### config.mk
export PLATFORM = sky130hd
export DESIGN_NAME = linear_resampler_top_flat
export DESIGN_NICKNAME = d
export VERILOG_FILES = /design/src/hdl/lr_pkg.sv /design/src/hdl/lr_if.sv /design/src/hdl/linear_resampler_top.sv /design/src/hdl/lr_seq.sv /design/src/flat_wrapper.sv
export SDC_FILE = /design/constraint.sdc
export NUM_CORES = 1
export LEC_CHECK = 0
export BUFFER_PORTS_ARGS = -buffer_cell sky130_fd_sc_hd__buf_4
export CORE_UTILIZATION = 64
export CTS_CLUSTER_SIZE = 28
export DETAILED_ROUTE_END_ITERATION = 7
export PLACE_DENSITY = 0.91
export SYNTH_ARGS = -nofsm -noshare
export SYNTH_HDL_FRONTEND = slang
export SYNTH_SLANG_ARGS = --single-unit
### constraint.sdc
create_clock -name clk_i -period 11.72 [get_ports clk_i]
set_clock_uncertainty 0.2 [all_clocks]
set_input_delay 1.758 -clock clk_i [delete_from_list [all_inputs] [get_ports clk_i]]
set_output_delay 1.758 -clock clk_i [all_outputs]
set_load 0.01 [all_outputs]
### src/hdl/lr_pkg.sv
// Shared types, constants and the control store of the linear resampler.
// No dependencies; used by lr_if.sv, lr_seq.sv and linear_resampler_top.sv.
package lr_pkg;

  localparam int unsigned SAMPLE_BITS    = 16;
  localparam int unsigned FRAC_BITS      = 16;
  localparam int unsigned MAX_OUT_PER_IN = 30;

  localparam int unsigned LEN_W  = 16;
  localparam int unsigned POS_W  = 16;
  localparam int unsigned STEP_W = 32;
  localparam int unsigned DATA_W = 32;
  localparam int unsigned ADDR_W = 4;
  localparam int unsigned IDX_W  = 2;

  // register indexes (byte address = 4 * index)
  localparam logic [IDX_W-1:0] REG_IN_LENGTH  = 2'd0;
  localparam logic [IDX_W-1:0] REG_OUT_LENGTH = 2'd1;
  localparam logic [IDX_W-1:0] REG_STEP       = 2'd2;

  localparam int unsigned PC_W = 3;
  typedef logic [PC_W-1:0] pc_t;

  localparam pc_t STEP_LATCH = 3'd0;
  localparam pc_t STEP_FIRST = 3'd1;
  localparam pc_t STEP_POS   = 3'd2;
  localparam pc_t STEP_MUL   = 3'd3;
  localparam pc_t STEP_EMIT  = 3'd4;
  localparam pc_t STEP_CLOSE = 3'd5;

  typedef enum logic [2:0] {
    ACT_LATCH,
    ACT_FIRST,
    ACT_POS,
    ACT_MUL,
    ACT_STEP,
    ACT_CLOSE
  } act_e;

  typedef enum logic [1:0] {
    COND_NEVER,
    COND_ALWAYS,
    COND_EXIT
  } cond_e;

  typedef struct packed {
    act_e  act;
    logic  wait_in;
    cond_e cond;
    pc_t   target;
  } ctl_t;

  typedef struct packed {
    logic in_fire;
    logic stall;
    logic loop_exit;
  } status_t;

  // control store: one word per step
  function automatic ctl_t ucode(pc_t pc);
    ctl_t w;
    case (pc)
      STEP_LATCH: w = '{act: ACT_LATCH, wait_in: 1'b1, cond: COND_NEVER,  target: STEP_LATCH};
      STEP_FIRST: w = '{act: ACT_FIRST, wait_in: 1'b0, cond: COND_NEVER,  target: STEP_LATCH};
      STEP_POS:   w = '{act: ACT_POS,   wait_in: 1'b0, cond: COND_EXIT,   target: STEP_CLOSE};
      STEP_MUL:   w = '{act: ACT_MUL,   wait_in: 1'b0, cond: COND_NEVER,  target: STEP_LATCH};
      STEP_EMIT:  w = '{act: ACT_STEP,  wait_in: 1'b0, cond: COND_ALWAYS, target: STEP_POS};
      STEP_CLOSE: w = '{act: ACT_CLOSE, wait_in: 1'b0, cond: COND_ALWAYS, target: STEP_LATCH};
      default:    w = '{act: ACT_LATCH, wait_in: 1'b1, cond: COND_ALWAYS, target: STEP_LATCH};
    endcase
    return w;
  endfunction

endpackage

### src/hdl/lr_if.sv
// Valid/ready stream interfaces for input samples and resampled results.
// Depends on lr_pkg for default widths.
interface lr_sample_if #(
  parameter int unsigned SAMPLE_BITS = lr_pkg::SAMPLE_BITS
);
  logic                          valid;
  logic                          ready;
  logic signed [SAMPLE_BITS-1:0] sample;

  modport source (output valid, output sample, input ready);
  modport sink   (input valid, input sample, output ready);
endinterface

interface lr_result_if #(
  parameter int unsigned SAMPLE_BITS = lr_pkg::SAMPLE_BITS
);
  logic                          valid;
  logic                          ready;
  logic signed [SAMPLE_BITS-1:0] value;
  logic [lr_pkg::POS_W-1:0]      out_pos;
  logic                          block_end;

  modport source (output valid, output value, output out_pos, output block_end, input ready);
  modport sink   (input valid, input value, input out_pos, input block_end, output ready);
endinterface

### src/hdl/linear_resampler_top.sv
// Linear resampler: one sample per input transaction, outputs by linear interpolation.
// Flow: output 0 of a block is registered in the FIRST step after its sample is accepted; an
// interior output passes the POS, MUL and EMIT steps, and a final output the POS and CLOSE steps.
// A new sample is taken only once the position/multiply/emit loop of the sequencer around one
// multiplier and the CLOSE step are done; output stalls hold the sequencer in its step.
// Reset (rst_ni, async, active low) restores default registers and starts a new block.
module linear_resampler_top #(
  parameter int unsigned SAMPLE_BITS    = lr_pkg::SAMPLE_BITS,
  parameter int unsigned FRAC_BITS      = lr_pkg::FRAC_BITS,
  parameter int unsigned MAX_OUT_PER_IN = lr_pkg::MAX_OUT_PER_IN
) (
  input  logic                      clk_i,
  input  logic                      rst_ni,
  lr_sample_if.sink                 sample_i,
  lr_result_if.source               result_o,
  input  logic                      psel,
  input  logic                      penable,
  input  logic                      pwrite,
  input  logic [lr_pkg::ADDR_W-1:0] paddr,
  input  logic [lr_pkg::DATA_W-1:0] pwdata,
  output logic [lr_pkg::DATA_W-1:0] prdata,
  output logic                      pready
);

  localparam int unsigned LEN_W  = lr_pkg::LEN_W;
  localparam int unsigned POS_W  = lr_pkg::POS_W;
  localparam int unsigned STEP_W = lr_pkg::STEP_W;
  localparam int unsigned DATA_W = lr_pkg::DATA_W;
  localparam int unsigned ADDR_W = lr_pkg::ADDR_W;
  localparam int unsigned RW     = STEP_W - FRAC_BITS + 1;
  localparam int unsigned CW     = STEP_W + 1;
  localparam int unsigned DW     = SAMPLE_BITS + 1;
  localparam int unsigned PW     = SAMPLE_BITS + FRAC_BITS + 2;
  localparam int unsigned IW     = $clog2(MAX_OUT_PER_IN + 1);

  // configuration
  logic [LEN_W-1:0]  in_length_q, out_length_q;
  logic [STEP_W-1:0] step_q;
  logic              cfg_wr;
  logic [lr_pkg::IDX_W-1:0] cfg_idx;

  assign pready  = 1'b1;
  assign cfg_idx = paddr[ADDR_W-1:2];
  assign cfg_wr  = psel && penable && pwrite && pready;

  always_ff @(posedge clk_i or negedge rst_ni) begin
    if (!rst_ni) begin
      in_length_q  <= LEN_W'(2);
      out_length_q <= LEN_W'(2);
      step_q       <= STEP_W'(65536);
    end else if (cfg_wr) begin
      case (cfg_idx)
        lr_pkg::REG_IN_LENGTH:  in_length_q  <= pwdata[LEN_W-1:0];
        lr_pkg::REG_OUT_LENGTH: out_length_q <= pwdata[LEN_W-1:0];
        lr_pkg::REG_STEP:       step_q       <= pwdata[STEP_W-1:0];
        default: ;
      endcase
    end
  end

  always_comb begin
    case (cfg_idx)
      lr_pkg::REG_IN_LENGTH:  prdata = DATA_W'(in_length_q);
      lr_pkg::REG_OUT_LENGTH: prdata = DATA_W'(out_length_q);
      lr_pkg::REG_STEP:       prdata = DATA_W'(step_q);
      default:                prdata = '0;
    endcase
  end

  // sequencer
  lr_pkg::ctl_t    ctl;
  lr_pkg::status_t status;

  lr_seq u_seq (
    .clk_i    (clk_i),
    .rst_ni   (rst_ni),
    .status_i (status),
    .ctl_o    (ctl)
  );

  // block state
  logic [LEN_W-1:0]              count_q;
  logic signed [SAMPLE_BITS-1:0] prev_sample_q;
  logic [STEP_W-1:0]             acc_q;
  logic [POS_W-1:0]              nidx_q;
  logic signed [SAMPLE_BITS-1:0] prev_out_q;
  logic [IW-1:0]                 interior_q;

  // working registers
  logic signed [SAMPLE_BITS-1:0] x_q;
  logic [STEP_W-1:0]             rel_q;
  logic signed [SAMPLE_BITS-1:0] lo_q;
  logic signed [PW-1:0]          prod_q;

  // output register
  logic                          out_valid_q;
  logic signed [SAMPLE_BITS-1:0] out_value_q;
  logic [POS_W-1:0]              out_pos_q;
  logic                          out_end_q;

  logic [LEN_W-1:0]  eff_in, ol, ol_m1;
  logic              last;
  logic [STEP_W-1:0] rel_sum;
  logic [RW-1:0]     r_pos;
  logic              r_lt, r_gt_n, loop_exit;
  logic signed [DW-1:0] diff;
  logic signed [PW-1:0] blend_t;
  logic signed [SAMPLE_BITS-1:0] blend_v;
  logic                          in_fire;
  logic                          emit_req, stall, en;
  logic signed [SAMPLE_BITS-1:0] emit_value;
  logic [POS_W-1:0]              emit_pos;
  logic                          emit_end;

  always_comb begin
    eff_in  = (in_length_q == '0) ? LEN_W'(1) : in_length_q;
    ol      = (out_length_q == '0) ? LEN_W'(1) : out_length_q;
    ol_m1   = ol - 1'b1;
    last    = ({1'b0, count_q} + (LEN_W+1)'(1)) >= {1'b0, eff_in};

    rel_sum = acc_q + step_q;
    r_pos   = RW'(rel_sum[STEP_W-1:FRAC_BITS]) + RW'(1);
    r_lt    = CW'(r_pos) < CW'(eff_in);
    r_gt_n  = CW'(r_pos) > CW'(count_q);
    loop_exit = (nidx_q >= ol_m1) || (r_lt ? r_gt_n : !last);

    diff    = DW'(x_q) - DW'(lo_q);
    // floor((lo << F) + f*(hi-lo) + half) keeps ties toward +inf
    blend_t = (PW'(lo_q) <<< FRAC_BITS) + prod_q + (PW'(1) <<< (FRAC_BITS - 1));
    blend_v = blend_t[FRAC_BITS +: SAMPLE_BITS];
  end

  assign sample_i.ready = (ctl.act == lr_pkg::ACT_LATCH);
  assign in_fire        = sample_i.valid && sample_i.ready;

  always_comb begin
    emit_req   = 1'b0;
    emit_value = x_q;
    emit_pos   = '0;
    emit_end   = 1'b0;
    case (ctl.act)
      lr_pkg::ACT_FIRST: begin
        emit_req = (count_q == '0) && (ol >= LEN_W'(2));
      end
      lr_pkg::ACT_STEP: begin
        emit_req   = interior_q < IW'(MAX_OUT_PER_IN);
        emit_value = blend_v;
        emit_pos   = nidx_q;
      end
      lr_pkg::ACT_CLOSE: begin
        emit_req = last;
        emit_pos = ol_m1;
        emit_end = 1'b1;
      end
      default: ;
    endcase
    stall = emit_req && out_valid_q && !result_o.ready;
    en    = !stall;
  end

  assign status = '{in_fire: in_fire, stall: stall, loop_exit: loop_exit};

  always_ff @(posedge clk_i or negedge rst_ni) begin
    if (!rst_ni) begin
      count_q       <= '0;
      prev_sample_q <= '0;
      acc_q         <= '0;
      nidx_q        <= POS_W'(1);
      prev_out_q    <= '0;
      interior_q    <= '0;
      out_valid_q   <= 1'b0;
    end else begin
      if (emit_req && en) begin
        out_valid_q <= 1'b1;
      end else if (result_o.ready) begin
        out_valid_q <= 1'b0;
      end
      case (ctl.act)
        lr_pkg::ACT_LATCH: begin
          if (in_fire) begin
            interior_q <= '0;
          end
        end
        lr_pkg::ACT_FIRST: begin
          if (emit_req && en) begin
            prev_out_q <= x_q;
          end
        end
        lr_pkg::ACT_STEP: begin
          if (en) begin
            acc_q      <= rel_q;
            prev_out_q <= blend_v;
            nidx_q     <= nidx_q + 1'b1;
            if (emit_req) begin
              interior_q <= interior_q + 1'b1;
            end
          end
        end
        lr_pkg::ACT_CLOSE: begin
          if (en) begin
            prev_sample_q <= x_q;
            if (last) begin
              prev_out_q <= x_q;
              count_q    <= '0;
              acc_q      <= '0;
              nidx_q     <= POS_W'(1);
            end else begin
              count_q <= count_q + 1'b1;
            end
          end
        end
        default: ;
      endcase
    end
  end

  // payload registers
  always_ff @(posedge clk_i) begin
    if (in_fire) begin
      x_q <= sample_i.sample;
    end
    if (ctl.act == lr_pkg::ACT_POS) begin
      rel_q <= rel_sum;
      lo_q  <= r_lt ? prev_sample_q : prev_out_q;
    end
    if (ctl.act == lr_pkg::ACT_MUL) begin
      prod_q <= PW'($signed({1'b0, rel_q[FRAC_BITS-1:0]}) * diff);
    end
    if (emit_req && en) begin
      out_value_q <= emit_value;
      out_pos_q   <= emit_pos;
      out_end_q   <= emit_end;
    end
  end

  assign result_o.valid     = out_valid_q;
  assign result_o.value     = out_value_q;
  assign result_o.out_pos   = out_pos_q;
  assign result_o.block_end = out_end_q;

`ifndef ASSERT_OFF
  a_latch_then_first: assert property (@(posedge clk_i) disable iff (!rst_ni)
    in_fire |=> ctl.act == lr_pkg::ACT_FIRST)
    else $error("sequencer did not move on after input transaction");

  a_step_advances: assert property (@(posedge clk_i) disable iff (!rst_ni)
    (ctl.act == lr_pkg::ACT_STEP && en) |=> nidx_q == $past(nidx_q) + 1'b1)
    else $error("output index did not advance");

  a_block_restart: assert property (@(posedge clk_i) disable iff (!rst_ni)
    (ctl.act == lr_pkg::ACT_CLOSE && en && last) |=>
      (count_q == '0 && acc_q == '0 && nidx_q == POS_W'(1)))
    else $error("block counters not cleared at block end");

  a_interior_cap: assert property (@(posedge clk_i) disable iff (!rst_ni)
    (ctl.act == lr_pkg::ACT_STEP && !emit_req) |-> interior_q == IW'(MAX_OUT_PER_IN))
    else $error("interior output dropped below per-sample limit");
`endif

endmodule

### src/hdl/lr_seq.sv
// Step counter and control store of the resampler sequencer.
// Depends on lr_pkg (control word, status and step constants).
module lr_seq (
  input  logic            clk_i,
  input  logic            rst_ni,
  input  lr_pkg::status_t status_i,
  output lr_pkg::ctl_t    ctl_o
);

  lr_pkg::pc_t pc_q, pc_d;
  logic        hold;
  logic        jump;

  assign ctl_o = lr_pkg::ucode(pc_q);

  always_comb begin
    hold = (ctl_o.wait_in && !status_i.in_fire) || status_i.stall;
    case (ctl_o.cond)
      lr_pkg::COND_NEVER:  jump = 1'b0;
      lr_pkg::COND_ALWAYS: jump = 1'b1;
      lr_pkg::COND_EXIT:   jump = status_i.loop_exit;
      default:             jump = 1'b0;
    endcase
    if (hold) begin
      pc_d = pc_q;
    end else if (jump) begin
      pc_d = ctl_o.target;
    end else begin
      pc_d = pc_q + 1'b1;
    end
  end

  always_ff @(posedge clk_i or negedge rst_ni) begin
    if (!rst_ni) begin
      pc_q <= lr_pkg::STEP_LATCH;
    end else begin
      pc_q <= pc_d;
    end
  end

endmodule
### src/flat_wrapper.sv
// flat-port wrapper written by rule: the top's interface ports become plain ports
module linear_resampler_top_flat 
#(
  parameter int unsigned SAMPLE_BITS    = lr_pkg::SAMPLE_BITS,
  parameter int unsigned FRAC_BITS      = lr_pkg::FRAC_BITS,
  parameter int unsigned MAX_OUT_PER_IN = lr_pkg::MAX_OUT_PER_IN
)
  (clk_i, rst_ni, psel, penable, pwrite, paddr, pwdata, prdata, pready, sample_i_valid, sample_i_sample, sample_i_ready, result_o_valid, result_o_value, result_o_out_pos, result_o_block_end, result_o_ready);
  lr_sample_if #(.SAMPLE_BITS(SAMPLE_BITS)) sample_i_i ();
  lr_result_if #(.SAMPLE_BITS(SAMPLE_BITS)) result_o_i ();
  input  logic clk_i;
  input  logic rst_ni;
  input  logic psel;
  input  logic penable;
  input  logic pwrite;
  input  logic [lr_pkg::ADDR_W-1:0] paddr;
  input  logic [lr_pkg::DATA_W-1:0] pwdata;
  output logic [lr_pkg::DATA_W-1:0] prdata;
  output logic pready;
  input wire logic [$bits(sample_i_i.valid)-1:0] sample_i_valid;
  input wire logic [$bits(sample_i_i.sample)-1:0] sample_i_sample;
  output wire logic [$bits(sample_i_i.ready)-1:0] sample_i_ready;
  output wire logic [$bits(result_o_i.valid)-1:0] result_o_valid;
  output wire logic [$bits(result_o_i.value)-1:0] result_o_value;
  output wire logic [$bits(result_o_i.out_pos)-1:0] result_o_out_pos;
  output wire logic [$bits(result_o_i.block_end)-1:0] result_o_block_end;
  input wire logic [$bits(result_o_i.ready)-1:0] result_o_ready;
  assign sample_i_i.valid = sample_i_valid;
  assign sample_i_i.sample = sample_i_sample;
  assign sample_i_ready = sample_i_i.ready;
  assign result_o_valid = result_o_i.valid;
  assign result_o_value = result_o_i.value;
  assign result_o_out_pos = result_o_i.out_pos;
  assign result_o_block_end = result_o_i.block_end;
  assign result_o_i.ready = result_o_ready;
  linear_resampler_top #(.SAMPLE_BITS(SAMPLE_BITS), .FRAC_BITS(FRAC_BITS), .MAX_OUT_PER_IN(MAX_OUT_PER_IN)) u_core (.clk_i(clk_i), .rst_ni(rst_ni), .sample_i(sample_i_i), .result_o(result_o_i), .psel(psel), .penable(penable), .pwrite(pwrite), .paddr(paddr), .pwdata(pwdata), .prdata(prdata), .pready(pready));
endmodule
==> metrics.md, run 1 <==
| Metric | Value |
|---|---|
| Largest family of logic cells by synthesized area | adder cells |
| Vias | about 20000 |
| Vias in the first global route | 21800 |
| CP Launch Type | flop |
| Worst-case clock buffer depth | 3 |
| Post-CTS setup buffers | 0 |
| FP Rows | 72 |
| Most common cell in the synthesized netlist | nand2_1 |
| Maxcap violations | 0 |
| Compound-cell area share of the yosys netlist | under 10% |
| RSZ-0062 raised after global routing | no |
| Simple-Gate Fraction of Synth Area | approximately 16% |
| Post-Synth Adder-Cell Area | between 20% and 30% |
| Initial antenna violation count | 2 |
| Share of layout cells above drive strength 1 | 12.1% |
| Fill cells | between 2000 and 2500 |
| # DRC | 0 |
| Post-Synth XOR/XNOR Area | 4.17% |
| Total die area | about 40000 µm² |
| Crit Path Max Fanout | 16 |
| CTS Buf Count | 30 |
| Outcome | complete, no violations |
| Library cells used by synthesis | 80 |
| Avg Cell Area, Syn | 9.67 µm² |
| Final slew viol count | 0 |
| Synth cell count leaders | nand2_1, inv_1, ha_1 |
| Chip height | between 200 and 250 µm |
| Register area share after synthesis | slightly above 30% |
| EDFF count, synth | between 100 and 150 |
| Critical Path Slowest Stage Cell | xor2_1 |
| Core area | around 39000 µm² |
| Routed Antenna Nets | 0 |
| Crit-path leading delay family | compound AO/OA/AOI/OAI gates |
| H-tree Lvls | 1 |
| Largest area contributor in the netlist | fa_1 |
| Synth warnings | 0 |
| Final min period | 11.08 ns |
| Cell area after synthesis | 25200 µm² |
| Max Freq | between 0.09 and 0.1 GHz |
| GRT Overall Usage | a little over a third |
| #FFs+latches synth | ~280 |
| Worst Path Required | approximately 12 ns |
| Initial DRC count | 1612 |
| Clk slew on worst S/H paths | 0.07 ns |
| Via/cell ratio | around 6.3 |
| Footprint of the multi-input gates | 15900 µm² |
| Dominant cells by area after synthesis | fa_1, dfrtp_1, edfxtp_1 |
| CTS Root Cell | clkbuf_16 |
| Worst path bufs/invs | 6 |
| IO Pins | 127 |
| First-pass GRT wire length | approximately 110000 µm |
| DR pass1 iterations | 6 |
| Crit path largest cell delay | ~1.1 ns |
| Post-synthesis mux area share | under 10% |
| Hold_buf cts | 0 |
| Post_cts resized | 0 |
| Hpwl dp | about 50000 µm |
| Sink Count | ~280 |
| Critical Path Most Common Cell | inv_1 |
| Most used flip-flop cell after synthesis | dfrtp_1 |
| Worst hold path type | reg2reg |
| Largest net degree at the start of global routing | 89 |
| Grt ovf | 0 |
| Die W | roughly 200 µm |
| Worst slew margin | just over 4% |
| Detailed Route WL | just under 70000 µm |
| Final period utilization | about 95% |
| CP Class | reg2reg |
| Crit path arrival time | about 11 ns |
| Port bufs | 123 |
| Synth top area share | approximately 17% |
| Wire per inst | 21.2 µm |
| CTS tree | yes |
| Antenna cells | 0 |
| Setup crit end kind | flop |
| Syn Inst Count | about 2600 |
| Area grow syn2layout | 9.88% |
| RD Place Congestion | approximately 0.96 |
| Synth async-reset ratio | between 50% and 60% |
| Clock latency on the worst-skew pair | between 0.5 and 0.6 ns |
| Post-route setup TNS | 0 ns |
| Final setup viols | 0 |
| Hold Fails Final Rpt | 0 |
| Slew @ Worst Pin | 1.43 ns |
| Syn Nets | between 3000 and 4000 |
| Register area | 7660 µm² |
| Initial core utilization | between 60 and 70% |
| Final nets | ~3200 |
layout by cell type, fill, tap and decap left out, drive strengths merged, types with 49 or more instances in the layout:
| cell type | instances |
|---|---|
| nand3 | 68 |
| buf | 145 |
| ha | 251 |
| nand2 | 354 |
| xnor2 | 71 |
| xor2 | 49 |
| nor2 | 116 |
| fa | 211 |
| a21oi | 80 |
| dfrtp | 165 |
| inv | 354 |
| edfxtp | 114 |
| mux2 | 94 |
| and2 | 102 |
| o21ai | 129 |
path summary, 6_finish.rpt:
path,cells after the start,slack [ns],startpoint,end
setup / recovery,38,0.64,u_core.lo_q[1],u_core.prod_q[31]
hold / removal,2,0.27,u_core.rel_q[23],u_core.acc_q[23]
setup reg to reg,38,0.64,u_core.lo_q[1],u_core.prod_q[31]
hold reg to reg,2,0.27,u_core.rel_q[23],u_core.acc_q[23]
max in group asynchronous,2,8.63,rst_ni,u_core.prev_out_q[8]
min in group asynchronous,1,1.04,rst_ni,u_core.nidx_q[6]
stage by stage:
| stage | hold WS, ns | worst slack, ns | util [%] | instances | instance area (µm²) |
|---|---|---|---|---|---|
| 2_1_floorplan | 0.242 | 2.94 | - | 2608 | 25200 |
| 3_3_place_gp | 0.251 | 1.81 | 68.9 | 3182 | 26700 |
| 3_5_place_dp | 0.264 | 1.20 | 68.9 | 3182 | 26700 |
| 4_1_cts | 0.272 | 0.859 | 71.5 | 3238 | 27700 |
| 5_1_grt | 0.308 | 0.197 | 71.5 | 3238 | 27700 |
| 6_report | 0.273 | 0.639 | 71.5 | 3238 | 27700 |
registers in the layout, indices dropped and copies added (netlist names), 17 cells and up:
name / flops
u_core.acc_q: 32
u_core.rel_q: 32
u_core.step_q: 32
u_core.prod_q: 17
tightest hold or removal path: cells and delay by family (launching register included):
family	cells	cell delay, ns
simple gates	2	0.13
flops	1	0.32
final cells by class:
class	instances	area share [%]
tap	518	2.34
multi-input combinational	1883	57.5
sequential	283	27.6
timing repair buffer	145	3.94
clock inverter	20	0.596
clock buffer	36	3.17
inverter	353	4.78
logic make-up (layout without fill, tap and decap cells):
logic type / Yosys count / count (layout)
adders and majority gates: 462 / 462
muxes: 114 / 114
other: 1 / 1
and+or+nand+nor: 838 / 838
AOI/OAI and AO/OA: 348 / 348
DFF: 283 / 283
xor gates and xnor gates: 120 / 120
buffers and inverters: 442 / 554
metal layers:
layer  vias to the layer above  routed length (µm)  global-route usage (%)
li1                       8812                   -                       -
met1                      9944               24200                    41.0
met2                      1185               33700                    58.9
met3                       356                6330                    6.70
met4                         4                4350                    21.0
met5                         -                  22                   0.119
Power of run 1 is left out: the tool's default activity adds up to more than one toggle a clock period on the data nets, which glitch-free logic cannot reach.
==> inputs of run 2 (changes only) <==
- CORE_UTILIZATION: 64 -> 50
- PLACE_DENSITY: 0.91 -> 0.75
==> metrics.md, run 2 (synthesized netlist as in run 1, its figures left out) <==
| Metric | Value |
|---|---|
| RD Place Congestion | 0.932 (-3.1%) |
| CTS Buf Count | 30 (unchanged) |
| Setup crit end kind | flop |
| Initial antenna violation count | 1 (-1) |
| Port bufs | 123 (unchanged) |
| Area grow syn2layout | 10.4% |
| Detailed Route WL | 64600 µm (-5.7%) |
| Final setup viols | 0 (unchanged) |
| Post_cts resized | 0 (unchanged) |
| Via/cell ratio | 5.67 (-9.5%) |
| Post-route setup TNS | 0 ns (unchanged) |
| Vias | 19200 (-5.3%) |
| Worst r2r path cells | 38 (unchanged) |
| Setup crit end | u_core.prod_q[31] |
| Biggest regs | u_core.acc_q: 32 flops, u_core.rel_q: 32 flops, u_core.step_q: 32 flops |
| Grt ovf | 0 (unchanged) |
| Most common cell after layout, fill and taps aside | nand2_1 |
| RSZ-0062 raised after global routing | no |
| FP Rows | 81 (+13%) |
| Worst Path Required | 11.85 ns (about the same) |
| Crit path from | u_core.lo_q[1] |
| Fill cells | 4246 (+70%) |
| Critical Path Slowest Stage Cell | xor2_1 |
| RR Endpoint | u_core.prod_q[31] |
| Final slew viol count | 0 (unchanged) |
| Die W | 227 µm (+13%) |
| Final min period | 10.46 ns (-0.622 ns) |
| Max Freq | 0.0956 GHz (+5.9%) |
| Hpwl dp | 48800 µm (-2.5%) |
| Hold_buf cts | 0 (unchanged) |
| CTS tree | yes |
| Total die area | 51300 µm² (+28%) |
| Crit path largest cell delay | 1.06 ns (-0.05 ns) |
| Slew @ Worst Pin | 1.36 ns (-0.0759 ns) |
| Outcome | complete, no violations |
| Initial DRC count | 1383 (-14%) |
| Final period utilization | 89.2% (-5.3 points) |
| IO Pins | 127 (unchanged) |
| Core area | 49400 µm² (+27%) |
| Largest net degree at the start of global routing | 99 (+11%) |
| GRT Overall Usage | 25.7% (-9.1 points) |
| Worst hold path type | reg2reg |
| Wire per inst | 19.1 µm (-10%) |
| Hold Fails Final Rpt | 0 (unchanged) |
| Clk slew on worst S/H paths | 0.06 ns (about the same) |
| CP Class | reg2reg |
| Reg2Reg Setup Slack | 1.26 ns (+0.62 ns) |
| CP Launch Type | flop |
| Final nets | 3223 (+0.19%) |
| Worst reg2reg startpoint | u_core.lo_q[1] |
| Commonest non-fill, non-tap cells in the layout | nand2_1, inv_1, ha_1 |
| H-tree Lvls | 1 (unchanged) |
| # DRC | 0 (unchanged) |
| Crit Path Max Fanout | 16 (unchanged) |
| Share of layout cells above drive strength 1 | 12.1% (-0.022 points) |
| CTS Root Cell | clkbuf_16 |
| Vias in the first global route | 20000 (-8.6%) |
| Chip height | 227 µm (+13%) |
| Worst slew margin | 9.20% (+5.1 points) |
| First-pass GRT wire length | 104000 µm (-6.2%) |
| Clock latency on the worst-skew pair | 0.59 ns (about the same) |
| DR pass1 iterations | 6 (unchanged) |
| Tightest hold margin | 0.274 ns (+0.000922 ns) |
| Sink Count | 283 (unchanged) |
| Routed Antenna Nets | 0 (unchanged) |
| Initial core utilization | 51.1% (-14 points) |
| Critical Path Most Common Cell | inv_1 |
| Post-CTS setup buffers | 0 (unchanged) |
| Maxcap violations | 0 (unchanged) |
| Worst-case clock buffer depth | 3 (unchanged) |
| Crit path arrival time | 10.59 ns (-0.62 ns) |
## run 2: cell count changes in the layout (fill, tap and decap cells not counted), sizes merged
| cell | change |
|---|---|
| inv | -2 |
| clkinv | -7 |
| clkbuf | +9 |
| buf | +6 |
| diode | +1 |
| bufinv | -1 |
## run 2: worst min-delay path by stage
stage,slack (ns),startpoint,endpoint,cells past startpoint
floorplan,0.24,u_core.rel_q[16],u_core.acc_q[16],2
global placement,0.25,u_core.rel_q[18],u_core.acc_q[18],2
detailed placement,0.26,u_core.rel_q[25],u_core.acc_q[25],2
CTS,0.28,u_core.rel_q[25],u_core.acc_q[25],2
global route,0.30,u_core.rel_q[25],u_core.acc_q[25],2
finish,0.27,u_core.rel_q[25],u_core.acc_q[25],2
## run 2: cell type report
cell class / count / area, µm² / share of cell area (%)
Antenna cell: 1 / 2.50 / 0.00898
Timing Repair Buffer: 151 / 1140 / 4.08
Tap cell: 664 / 831 / 2.98
Clock inverter: 10 / 80.1 / 0.287
Inverter: 353 / 1330 / 4.76
Multi-Input combinational cell: 1883 / 15900 / 57.2
Clock buffer: 45 / 898 / 3.22
Sequential cell: 283 / 7660 / 27.5
## run 2: through the flow
stage / util [%] / setup slack [ns] / area, µm² / instances
2_1_floorplan: - / 2.94 / 25200 / 2608
3_3_place_gp: 54.5 / 1.70 / 26900 / 3334
3_5_place_dp: 54.5 / 1.42 / 26900 / 3334
4_1_cts: 56.4 / 1.35 / 27900 / 3389
5_1_grt: 56.4 / 0.511 / 27900 / 3389
6_report: 56.4 / 1.26 / 27900 / 3390
## run 2: worst max-delay path, delay by kind of cell (launching register included)
| kind | cells | cell delay (ns) |
|---|---|---|
| AO/OA/AOI/OAI | 16 | 4.00 |
| buffers and inverters | 6 | 0.38 |
| AND/OR/NAND/NOR | 6 | 0.82 |
| XOR/XNOR | 2 | 1.14 |
| flip-flops | 1 | 0.43 |
| adder cells (fa/ha/maj) | 8 | 3.25 |
## run 2: layer usage
| metal | track usage [%] | vias up | routed length (µm) |
|---|---|---|---|
| li1 | - | 8836 | - |
| met1 | 33.8 | 9623 | 27600 |
| met2 | 44.3 | 626 | 31400 |
| met3 | 3.11 | 142 | 3760 |
| met4 | 7.24 | 0 | 1870 |
| met5 | 0 | - | 0 |
Power of run 2 is left out for the same reason.
